$ cat src/hdl/cir_pkg.sv
// Shared widths, codes, types and helpers for the collision impulse response block.
package cir_pkg;

  localparam int DW     = 32;              // velocity and position width
  localparam int DIFFW  = DW + 1;          // position or velocity difference
  localparam int MAGW   = DW;              // magnitude of a difference
  localparam int PRODW  = 2 * MAGW;        // one 32x32 product
  localparam int DOTW   = PRODW + 2;       // signed dot product
  localparam int DENW   = PRODW + 1;       // squared distance
  localparam int REST_W = 17;              // restitution register
  localparam int AW     = REST_W + 1;      // one plus restitution, Q2.16
  localparam int FACW   = AW + DENW;       // (1+e)*|dot|
  localparam int LOW    = 33;              // low split of |dot|
  localparam int HIW    = DENW - LOW;      // high split of |dot|
  localparam int CHW    = 28;              // chunk width of the factor
  localparam int PPW    = MAGW + CHW;      // partial product width
  localparam int NW     = MAGW + FACW;     // full numerator
  localparam int RSH    = REST_W;          // divide by 2^17 folded into a shift
  localparam int NPW    = NW - RSH;        // shifted numerator
  localparam int QB     = 35;              // quotient bits, |q| < 2^34
  localparam int RHW    = NPW - QB;        // numerator bits preloaded as remainder
  localparam int DELW   = QB + 1;          // signed velocity change
  localparam int SUMW   = DELW + 1;        // velocity plus change
  localparam int FRONT  = 8;               // stages ahead of the divider
  localparam int NSTG   = FRONT + QB + 1;  // all stages including the output

  localparam logic [REST_W-1:0] REST_RESET = 17'd58982;
  localparam logic [AW-1:0]     REST_ONE   = 18'd65536;

  typedef enum logic [1:0] {
    OUT_IMPULSE    = 2'd0,
    OUT_SEPARATING = 2'd1,
    OUT_COINCIDENT = 2'd2
  } cir_outcome_t;

  typedef struct packed {
    logic [DENW-1:0] rem_x;
    logic [DENW-1:0] rem_y;
    logic [QB-1:0]   lo_x;
    logic [QB-1:0]   lo_y;
    logic [QB-1:0]   q_x;
    logic [QB-1:0]   q_y;
    logic [DENW-1:0] den;
    logic            neg_x;
    logic            neg_y;
    cir_outcome_t    outcome;
    logic [DW-1:0]   v1x;
    logic [DW-1:0]   v1y;
    logic [DW-1:0]   v2x;
    logic [DW-1:0]   v2y;
  } cir_div_t;

  function automatic logic [DW-1:0] sat(input logic [SUMW-1:0] v);
    logic [DW-1:0] r;
    if (&v[SUMW-1:DW-1] || ~|v[SUMW-1:DW-1]) begin
      r = v[DW-1:0];
    end else if (v[SUMW-1]) begin
      r = {1'b1, {(DW-1){1'b0}}};
    end else begin
      r = {1'b0, {(DW-1){1'b1}}};
    end
    return r;
  endfunction

endpackage

$ cat src/hdl/cir_div_stage.sv
// One registered restoring-division step for both velocity components.
module cir_div_stage (
  input  logic               clk,
  input  logic               en,
  input  cir_pkg::cir_div_t  d_in,
  output cir_pkg::cir_div_t  d_out
);

  logic [cir_pkg::DENW:0] sh_x, sh_y, den_e, sub_x, sub_y;
  logic                   ge_x, ge_y;
  cir_pkg::cir_div_t      d_next;

  always_comb begin
    den_e = {1'b0, d_in.den};
    sh_x  = {d_in.rem_x, d_in.lo_x[cir_pkg::QB-1]};
    sh_y  = {d_in.rem_y, d_in.lo_y[cir_pkg::QB-1]};
    ge_x  = sh_x >= den_e;
    ge_y  = sh_y >= den_e;
    sub_x = sh_x - den_e;
    sub_y = sh_y - den_e;
    d_next       = d_in;
    d_next.rem_x = ge_x ? sub_x[cir_pkg::DENW-1:0] : sh_x[cir_pkg::DENW-1:0];
    d_next.rem_y = ge_y ? sub_y[cir_pkg::DENW-1:0] : sh_y[cir_pkg::DENW-1:0];
    d_next.lo_x  = {d_in.lo_x[cir_pkg::QB-2:0], 1'b0};
    d_next.lo_y  = {d_in.lo_y[cir_pkg::QB-2:0], 1'b0};
    d_next.q_x   = {d_in.q_x[cir_pkg::QB-2:0], ge_x};
    d_next.q_y   = {d_in.q_y[cir_pkg::QB-2:0], ge_y};
  end

  always_ff @(posedge clk) begin
    if (en) begin
      d_out <= d_next;
    end
  end

endmodule

$ cat config.mk
export PLATFORM = sky130hd
export DESIGN_NAME = cir_div_stage
export DESIGN_NICKNAME = d
export VERILOG_FILES = /design/src/hdl/cir_pkg.sv /design/src/hdl/cir_div_stage.sv
export SDC_FILE = /design/constraint.sdc
export NUM_CORES = 1
export LEC_CHECK = 0
export ABC_AREA = 1
export CAP_MARGIN = 10
export CORE_AREA = 2 2 368 370
export CTS_BUF_LIST = sky130_fd_sc_hd__clkbuf_8
export DETAILED_ROUTE_END_ITERATION = 8
export DIE_AREA = 0 0 370 372
export DONT_BUFFER_PORTS = 1
export GPL_ROUTABILITY_DRIVEN = 0
export PLACE_DENSITY = 0.46
export SLEW_MARGIN = 20
export SYNTH_ARGS = -nofsm -noshare
export SYNTH_HDL_FRONTEND = slang
export SYNTH_SLANG_ARGS = --single-unit
$ cat constraint.sdc
create_clock -name clk -period 1.77 [get_ports clk]
set_input_delay 0.0885 -clock clk [delete_from_list [all_inputs] [get_ports clk]]
set_output_delay 0.0885 -clock clk [all_outputs]
set_load 0.01 [all_outputs]
Word-level counts from Yosys, hierarchy flattened. Index checks and enable logic that the tools add are counted.

Register bits after elaboration: 465. Bits of input ports: 469. Output and inout port bits: 467. Word-level logic and storage cells: 20.

Add/sub/neg operators: 2. Mux-type cells: 2. $lt $le $gt $ge: 2.

Operators by type and width (count): 66-bit by 65-bit greater-or-equal comparator with 1-bit output (2); 65-bit two-way mux (2); 65-bit subtractor (2).

Depth between registers and ports, before layout. Gate-level depths: netlist of run 1.

Word-level depth: 2. Gate-level depth with buffers: 18. Gate-level depth less buffers: 17.

Worst setup path before layout of run 1. OpenSTA, ideal clock, no wires.

Path kind: input to register. Start point: in d_in[301] in the netlist's numbering. End point: reg d_out[341] in the netlist's numbering (data pin). Stages on the path: 16. Library setup time: 0.252 ns. Data required time: 1.518 ns. Setup slack: -0.169 ns. Arrival time: 1.686 ns. Cells stage by stage: inv_1 > ha_1 > inv_1 > fa_1 > nand3_1 > nand3_2 > nand2_1 > nand2_1 > nand2_1 > nand2_1 > nand2_2 > nand2_4 > buf_12 > buf_8 > nand2_1 > nand2_1.

RTL lines: start, declared (RTL line cir_div_stage.sv:5) `input cir_pkg::cir_div_t d_in,`; end signal, assigned (RTL line cir_div_stage.sv:32) `d_out <= d_next;`; end, declared (RTL line cir_div_stage.sv:6) `output cir_pkg::cir_div_t d_out`.

Worst setup path after layout of run 1.
Start point: in en. End point: reg d_out[235] in the netlist's numbering (enable).

RTL lines: start, declared (RTL line cir_div_stage.sv:4) `input logic en,`.

No word-level cell between the ends.

==> results of run 1 <==
routing by layer:
| metal | vias up | track usage, % | part of all wire, % |
|---|---|---|---|
| met5 | - | 0 | 0.0076 |
| met4 | 2 | 9.334 | 4.1 |
| met3 | 231 | 6.115 | 7.0 |
| met2 | 1057 | 43.18 | 50 |
| met1 | 13471 | 26.40 | 38 |
| li1 | 13787 | - | - |
cell type report:
type	count	share of cell area [%]
Sequential cell	465	31.78
Inverter	743	6.430
Clock inverter	77	1.367
Multi-Input combinational cell	2357	27.98
Tap cell	1781	5.072
Timing Repair Buffer	1178	24.32
Clock buffer	94	2.945
Antenna cell	19	0.1082
synthesized netlist by cell type (2+ instances only):
master / n
nand2_1: 1428
inv_1: 717
edfxtp_1: 465
nand3_1: 295
nor2_1: 201
ha_1: 130
a21oi_1: 92
xor2_1: 60
nor2_2: 30
nand3b_1: 28
inv_2: 25
nor3_1: 19
buf_6: 18
nand4_1: 17
buf_4: 15
nor4_1: 9
and3_1: 8
o21ai_0: 8
buf_2: 7
nand2_2: 6
nor2_4: 6
buf_8: 3
a21boi_0: 2
a21o_1: 2
and2_1: 2
fa_1: 2
nand2_4: 2
nand3_2: 2
o21bai_1: 2
or2_2: 2
worst min path at each step:
stage                   start                   end  slack (ns)  cells past startpoint
finish              d_in[132]  d_out[132]$_DFFE_PP_       -0.62                      0
global route        d_in[140]  d_out[140]$_DFFE_PP_       -0.70                      0
CTS                 d_in[132]  d_out[132]$_DFFE_PP_       -0.75                      0
detailed placement   d_in[87]   d_out[87]$_DFFE_PP_        0.19                      0
global placement    d_in[228]  d_out[229]$_DFFE_PP_        0.19                      0
floorplan             d_in[0]    d_out[0]$_DFFE_PP_        0.19                      0
through the flow:
step | area, sq um | setup TNS [ns]
after floorplan | 29500 | -11.22
after global placement | 35350 | -86.06
after detailed placement | 35350 | -86.76
after CTS | 43550 | 0
after global routing | 43920 | -0.02059
final | 43940 | -247.27
repair_timing:
item                                   in CTS  in global routing
hold buffers                              630                 29
gates resized for setup                     0                 14
endpoints found under the hold margin     928                269
setup endpoints to repair                   0                 26
power groups by stage:
stage | combinational [mW] | clock [mW] | sequential, mW
2_1_floorplan | 3.93 | 0 | 14.6
3_3_place_gp | 7.05 | 0 | 15.7
3_5_place_dp | 7.09 | 0 | 15.6
4_1_cts | 8.42 | 12.4 | 15.4
5_1_grt | 9.34 | 12.8 | 15.4
6_report | 8.52 | 12.0 | 15.4
kinds of logic (layout without fill, tap and decap cells):
logic type,Yosys count,in the layout,share of synthesized area (%)
xor gates and xnor gates,60,60,1.850
adders and majority gates,132,132,5.868
DFF,465,465,49.17
buffers and inverters,787,2092,11.28
other,1,21,0.01320
and+or+nand+nor,2057,2057,29.90
AOI/OAI and AO/OA,106,106,1.921
==> flow_metrics.tcl, run 1 <==
set metrics [dict create \
    status "complete, but fails checks" \
    violations "negative hold slack, max-slew violations, negative setup slack" \
    peakVddDrop_mv 0.5634 \
    required_ns 0.93 \
    grt_max_degree 466 \
    final-instance-count-excl-fill 6714 \
    crit_cells 0 \
    hold_viol_final 187 \
    yosysWarnings 0 \
    finalNetCount 5440 \
    pwr-share-seq_pct 42.8 \
    synth_top_area_cell "edfxtp_1" \
    start_kind "input port" \
    cp_max_fo 465 \
    initial_core_util_pct 21.15 \
    rsz0062_at_grt "yes" \
    ios 936 \
    fin_ws_ns -1.375 \
    most-common-layout-cells "nand2_1, inv_1, dlygate4sd3_1" \
    worstSetupPathType "input port to flop" \
    final_common_cell "nand2_1" \
    row_count 135 \
    htreeDepth 3 \
    path_clk_slew_ns 0.05 \
    dieWidth_um 370 \
    pre_cts_ws_ns -0.7759 \
    dp_hpwl_um 138400 \
    synth.cell_area_sq_um 28400 \
    synth_flop_cell "edfxtp_1" \
    p_total_mw 35.88 \
    overflow 0 \
    ys_types 35 \
    combPwrFrac_pct 23.7 \
    syn2layout_area_growth_pct 54.70 \
    drive_gt1_share_pct 17.52 \
    seq_area_sq_um 13960 \
    crit_path_end_kind "flop" \
    top_register "d_out" \
    drtIter0Drc 1805 \
    synth_edf_count 465 \
    synth_top_area_share_pct 49.17 \
    synth_area_leaders "edfxtp_1, nand2_1, inv_1" \
    post-place-cells 5865 \
    maxSlewViolCount 376 \
    cts.sinks 465 \
    maxSlewHeadroom_pct -210.0 \
    via_per_inst 4.252 \
    power_density_nw_per_um2 816.7 \
    max_cap_viol_count 0 \
    p_sw_share_pct 33.80 \
    clock_power_share_pct 33.4 \
    whs_ns -0.6156 \
    max_freq_mhz 318.0 \
    dr.pass1.iters 5 \
    coreArea_sq_um 134300 \
    tightest_slew_ns 4.650 \
    ys_ff_latch 465 \
    numCtsBuffers 94 \
    wire_per_inst_um 25.35 \
    cts_tree "built" \
    clock_path_buffers 3 \
    die_h_um 372 \
    fin_util_pct 32.72 \
    crit_end "d_out[235]$_DFFE_PP_" \
    multi_input_area_sq_um 12290 \
    grt_pass1_wl_um 226100 \
    nFillCells 14148 \
    crit_start "en" \
    avgSynthCellArea_sq_um 7.872 \
    seq_area_frac_synth_pct 49.17 \
    switchingPower_mw 12.13 \
    p_int_mw 23.75 \
    netlist_instances 3608 \
    antenna_found_initial 17 \
    drc 0 \
    clockRootBuffer "clkbuf_8" \
    fin_crit_sh_pct 177.7 \
    largest_register_ffs 465 \
    postCtsSetupRepairBufs 0 \
    ant_nets 0 \
    grt.total_usage_pct 23.79 \
    crit_arrival_ns 2.30 \
    cellLeakagePower_nw 20.98 \
    hp-class "input port to flop" \
    routed_wl_um 170200 \
    setup_violations 280 \
    vias 28548 \
    grt_pass1_vias 28636 \
    async_reset_ff_share_pct 0 \
    dieArea_sq_um 137600 \
    period_needed_ns 3.145 \
    port_buffers 0 \
    top_regs "d_out: 465 flops" \
]
(Power assumes the default switching activity.)
==> run 2: changes to the inputs <==
--- a/config.mk
+++ b/config.mk
@@ -14,6 +14,7 @@
 export DONT_BUFFER_PORTS = 1
 export GPL_ROUTABILITY_DRIVEN = 0
 export PLACE_DENSITY = 0.46
+export SKIP_LAST_GASP = 1
 export SLEW_MARGIN = 20
 export SYNTH_ARGS = -nofsm -noshare
 export SYNTH_HDL_FRONTEND = slang
==> run 2 against run 1 <==
Against the previous run:
- the flow still finishes with violations (negative hold slack, max-slew violations, negative setup slack)
- first-iteration DRC count up 1.1%
- combinational power hardly changed
- routed wire length hardly changed
- hold slack hardly changed
- setup slack lost 0.29 ns
- sequential cell count unchanged
- clock-buffer cell count is the same
- power about the same
- global-route usage unchanged
- highest routed layer unchanged
==> flow_metrics.tcl, run 2 (synthesis gave the netlist of run 1 again) <==
set metrics [dict create \
    top_register "d_out" \
    tightest_slew_ns 5.027 \
    overflow 0 \
    ant_nets 0 \
    seq_area_sq_um 13960 \
    largest_register_ffs 465 \
    hold_viol_final 186 \
    fin_area_sq_um 43930 \
    htreeDepth 3 \
    fin_setup_tns_ns -325.57 \
    crit_path_end_kind "flop" \
    most-common-layout-cells "nand2_1, inv_1, dlygate4sd3_1" \
    dp_hpwl_um 138400 \
    clockRootBuffer "clkbuf_8" \
    rsz0062_at_grt "yes" \
    drtIter0Drc 1825 \
    cts.sinks 465 \
    pre_cts_ws_ns -0.7759 \
    row_count 135 \
    port_buffers 0 \
    max_freq_mhz 291.2 \
    cts_tree "built" \
    nFillCells 14149 \
    drc 0 \
    multi_input_area_sq_um 12290 \
    grt_max_degree 466 \
    via_per_inst 4.259 \
    setup_violations 289 \
    drive_gt1_share_pct 17.50 \
    grt_pass1_wl_um 226100 \
    hp-class "input port to flop" \
    violations "negative hold slack, max-slew violations, negative setup slack" \
    required_ns 0.82 \
    wire_per_inst_um 25.37 \
    crit_arrival_ns 2.48 \
    numCtsBuffers 94 \
    dieWidth_um 370 \
    post-place-cells 5865 \
    path_clk_slew_ns 0.05 \
    peakVddDrop_mv 0.5632 \
    fin_crit_sh_pct 194.0 \
    routed_wl_um 170300 \
    grt.total_usage_pct 23.79 \
    maxSlewHeadroom_pct -235.2 \
    power_density_nw_per_um2 816.9 \
    cp_max_fo 465 \
    vias 28588 \
    worstSetupPathType "input port to flop" \
    period_needed_ns 3.434 \
    postCtsSetupRepairBufs 0 \
    coreArea_sq_um 134300 \
    placed_area_sq_um 35350 \
    initial_core_util_pct 21.15 \
    top_regs "d_out: 465 flops" \
    dr.pass1.iters 5 \
    final-instance-count-excl-fill 6712 \
    finalNetCount 5440 \
    max_cap_viol_count 0 \
    fin_util_pct 32.71 \
    fin_ws_ns -1.664 \
    clock_path_buffers 3 \
    die_h_um 372 \
    grt_pass1_vias 28636 \
    ios 936 \
    syn2layout_area_growth_pct 54.67 \
    maxSlewViolCount 377 \
    status "complete, but fails checks" \
    whs_ns -0.6157 \
    final_common_cell "nand2_1" \
    cellLeakagePower_nw 20.98 \
    antenna_found_initial 17 \
    dieArea_sq_um 137600 \
    start_kind "input port" \
]
-- run 2: final cells by class --
type	instances	share of cell area, %
Antenna cell	17	0.09684
Tap cell	1781	5.073
Timing Repair Buffer	1178	24.32
Sequential cell	465	31.79
Inverter	743	6.431
Clock buffer	94	2.945
Multi-Input combinational cell	2357	27.98
Clock inverter	77	1.367
-- run 2: power breakdown --
part | internal (mW) | total, mW | switching (mW)
sequential | 13.6 | 15.4 | 1.75
combinational | 3.92 | 8.52 | 4.60
clock | 6.22 | 12.0 | 5.78
-- run 2: what timing repair did --
item / in CTS / in global routing
resized for setup: 0 / 13
setup endpoints to repair: 0 / 26
hold endpoints to repair: 928 / 269
hold buffers: 630 / 29
-- run 2: worst paths after layout --
| kind | cells past startpoint | to | startpoint | slack (ns) |
|---|---|---|---|---|
| hold / removal | 0 | d_out[132]$_DFFE_PP_ | d_in[132] | -0.62 |
| setup / recovery | 0 | d_out[235]$_DFFE_PP_ | en | -1.66 |
-- run 2: per-layer routing --
| metal | GRT usage [%] | wire, um |
|---|---|---|
| met1 | 26.40 | 65550 |
| met2 | 43.18 | 86060 |
| met3 | 6.115 | 11660 |
| met4 | 9.334 | 7029 |
| met5 | 0 | 13 |
-- run 2: through the flow --
stage	hold WS, ns	total power [mW]
5_1_grt	-0.6950	37.51
2_1_floorplan	0.1874	18.52
4_1_cts	-0.7472	36.23
3_5_place_dp	0.1874	22.72
6_report	-0.6157	35.89
3_3_place_gp	0.1874	22.73
==> run 3: changes to the inputs <==
--- a/config.mk
+++ b/config.mk
@@ -7,13 +7,13 @@
 export LEC_CHECK = 0
 export ABC_AREA = 1
 export CAP_MARGIN = 10
-export CORE_AREA = 2 2 368 370
+export CORE_AREA = 2 2 366 368
 export CTS_BUF_LIST = sky130_fd_sc_hd__clkbuf_8
 export DETAILED_ROUTE_END_ITERATION = 8
-export DIE_AREA = 0 0 370 372
+export DIE_AREA = 0 0 368 370
 export DONT_BUFFER_PORTS = 1
 export GPL_ROUTABILITY_DRIVEN = 0
-export PLACE_DENSITY = 0.46
+export PLACE_DENSITY = 0.47
 export SKIP_LAST_GASP = 1
 export SLEW_MARGIN = 20
 export SYNTH_ARGS = -nofsm -noshare
==> run 3 against run 2 <==
Against the previous run:
- the flow still finishes with violations (negative hold slack, max-slew violations, negative setup slack)
- routed wire length fell by 0.24%
- setup slack better by 0.16 ns
- combinational power rose by 3.9%
- cell area is 1.5% higher
- critical path type unchanged
- largest cell class unchanged
==> flow_metrics.tcl, run 3 (synthesis gave the netlist of run 1 again) <==
set metrics [dict create \
    status "complete, but fails checks" \
    violations "negative hold slack, max-slew violations, negative setup slack" \
    path_clk_slew_ns 0.06 \
    crit_arrival_ns 2.39 \
    grt_pass1_wl_um 226900 \
    crit_path_end_kind "flop" \
    drtIter0Drc 2139 \
    maxSlewViolCount 396 \
    cts.sinks 465 \
    power_density_nw_per_um2 787.7 \
    period_needed_ns 3.271 \
    fin_ws_ns -1.501 \
    die_h_um 370 \
    routed_wl_um 169900 \
    clock_path_buffers 3 \
    dr.pass1.iters 5 \
    rsz0062_at_grt "yes" \
    overflow 0 \
    cellLeakagePower_nw 21.37 \
    initial_core_util_pct 21.44 \
    required_ns 0.89 \
    most-common-layout-cells "nand2_1, inv_1, dlygate4sd3_1" \
    max_cap_viol_count 0 \
    max_freq_mhz 305.7 \
    syn2layout_area_growth_pct 57.01 \
    row_count 134 \
    fin_crit_sh_pct 184.8 \
    fin_area_sq_um 44590 \
    cp_max_fo 465 \
    placed_area_sq_um 36000 \
    maxSlewHeadroom_pct -221.8 \
    coreArea_sq_um 132500 \
    setup_violations 299 \
    grt_pass1_vias 29035 \
    ant_nets 0 \
    via_per_inst 4.287 \
    dp_hpwl_um 139000 \
    vias 29104 \
    hp-class "input port to flop" \
    p_total_mw 35.12 \
    largest_register_ffs 465 \
    whs_ns -0.5998 \
    top_register "d_out" \
    grt_max_degree 466 \
    dieArea_sq_um 136200 \
    peakVddDrop_mv 0.5352 \
    start_kind "input port" \
    clockRootBuffer "clkbuf_8" \
    htreeDepth 3 \
    hold_viol_final 154 \
    cts_tree "built" \
    fin_util_pct 33.67 \
    drive_gt1_share_pct 19.12 \
    numCtsBuffers 91 \
    dieWidth_um 368 \
    antenna_found_initial 20 \
    drc 0 \
    worstSetupPathType "input port to flop" \
    wire_per_inst_um 25.03 \
    final_common_cell "nand2_1" \
    postCtsSetupRepairBufs 0 \
    tightest_slew_ns 4.828 \
    top_regs "d_out: 465 flops" \
    port_buffers 0 \
    finalNetCount 5531 \
    grt.total_usage_pct 23.95 \
    ios 936 \
]
-- run 3: through the flow --
| stage | instances | TNS [ns] | setup WS, ns | hold WS, ns |
|---|---|---|---|---|
| finish | 6789 | -302.09 | -1.501 | -0.5998 |
| global route | 6784 | -0.04346 | -0.04293 | -0.6626 |
| CTS | 6736 | 0 | 0.02964 | -0.6961 |
| detailed placement | 5936 | -91.76 | -0.8264 | 0.1874 |
| global placement | 5936 | -91.82 | -0.8090 | 0.1874 |
| floorplan | 3609 | -11.22 | -0.1004 | 0.1874 |
-- run 3: final timing paths --
check	from	endpoint	slack [ns]	cells past startpoint
setup / recovery	en	d_out[315]$_DFFE_PP_	-1.50	0
hold / removal	d_in[143]	d_out[143]$_DFFE_PP_	-0.60	0
-- run 3: cell type report --
cell class,count,area (sq um)
Clock buffer,91,1252
Timing Repair Buffer,1272,11460
Sequential cell,465,13960
Inverter,743,2836
Antenna cell,17,42.54
Tap cell,1768,2212
Fill cell,13899,87860
Clock inverter,76,495.5
Multi-Input combinational cell,2357,12330
-- run 3: where the power goes --
group | internal [mW] | switching (mW)
combinational | 4.11 | 4.74
clock | 5.48 | 5.48
sequential | 13.6 | 1.69
-- run 3: layer usage --
| layer | global-route usage, % | wire, um | vias to the layer above |
|---|---|---|---|
| met5 | 0 | 27 | - |
| met4 | 10.07 | 8060 | 4 |
| met3 | 5.589 | 11260 | 270 |
| met2 | 43.82 | 85670 | 1180 |
| met1 | 26.40 | 64880 | 13683 |
| li1 | - | - | 13967 |
-- run 3: repair_timing --
action,4_1_cts,5_1_grt
hold endpoints to repair,928,470
gates resized for setup,0,31
hold buffers,633,36
endpoints found under the setup margin,0,91
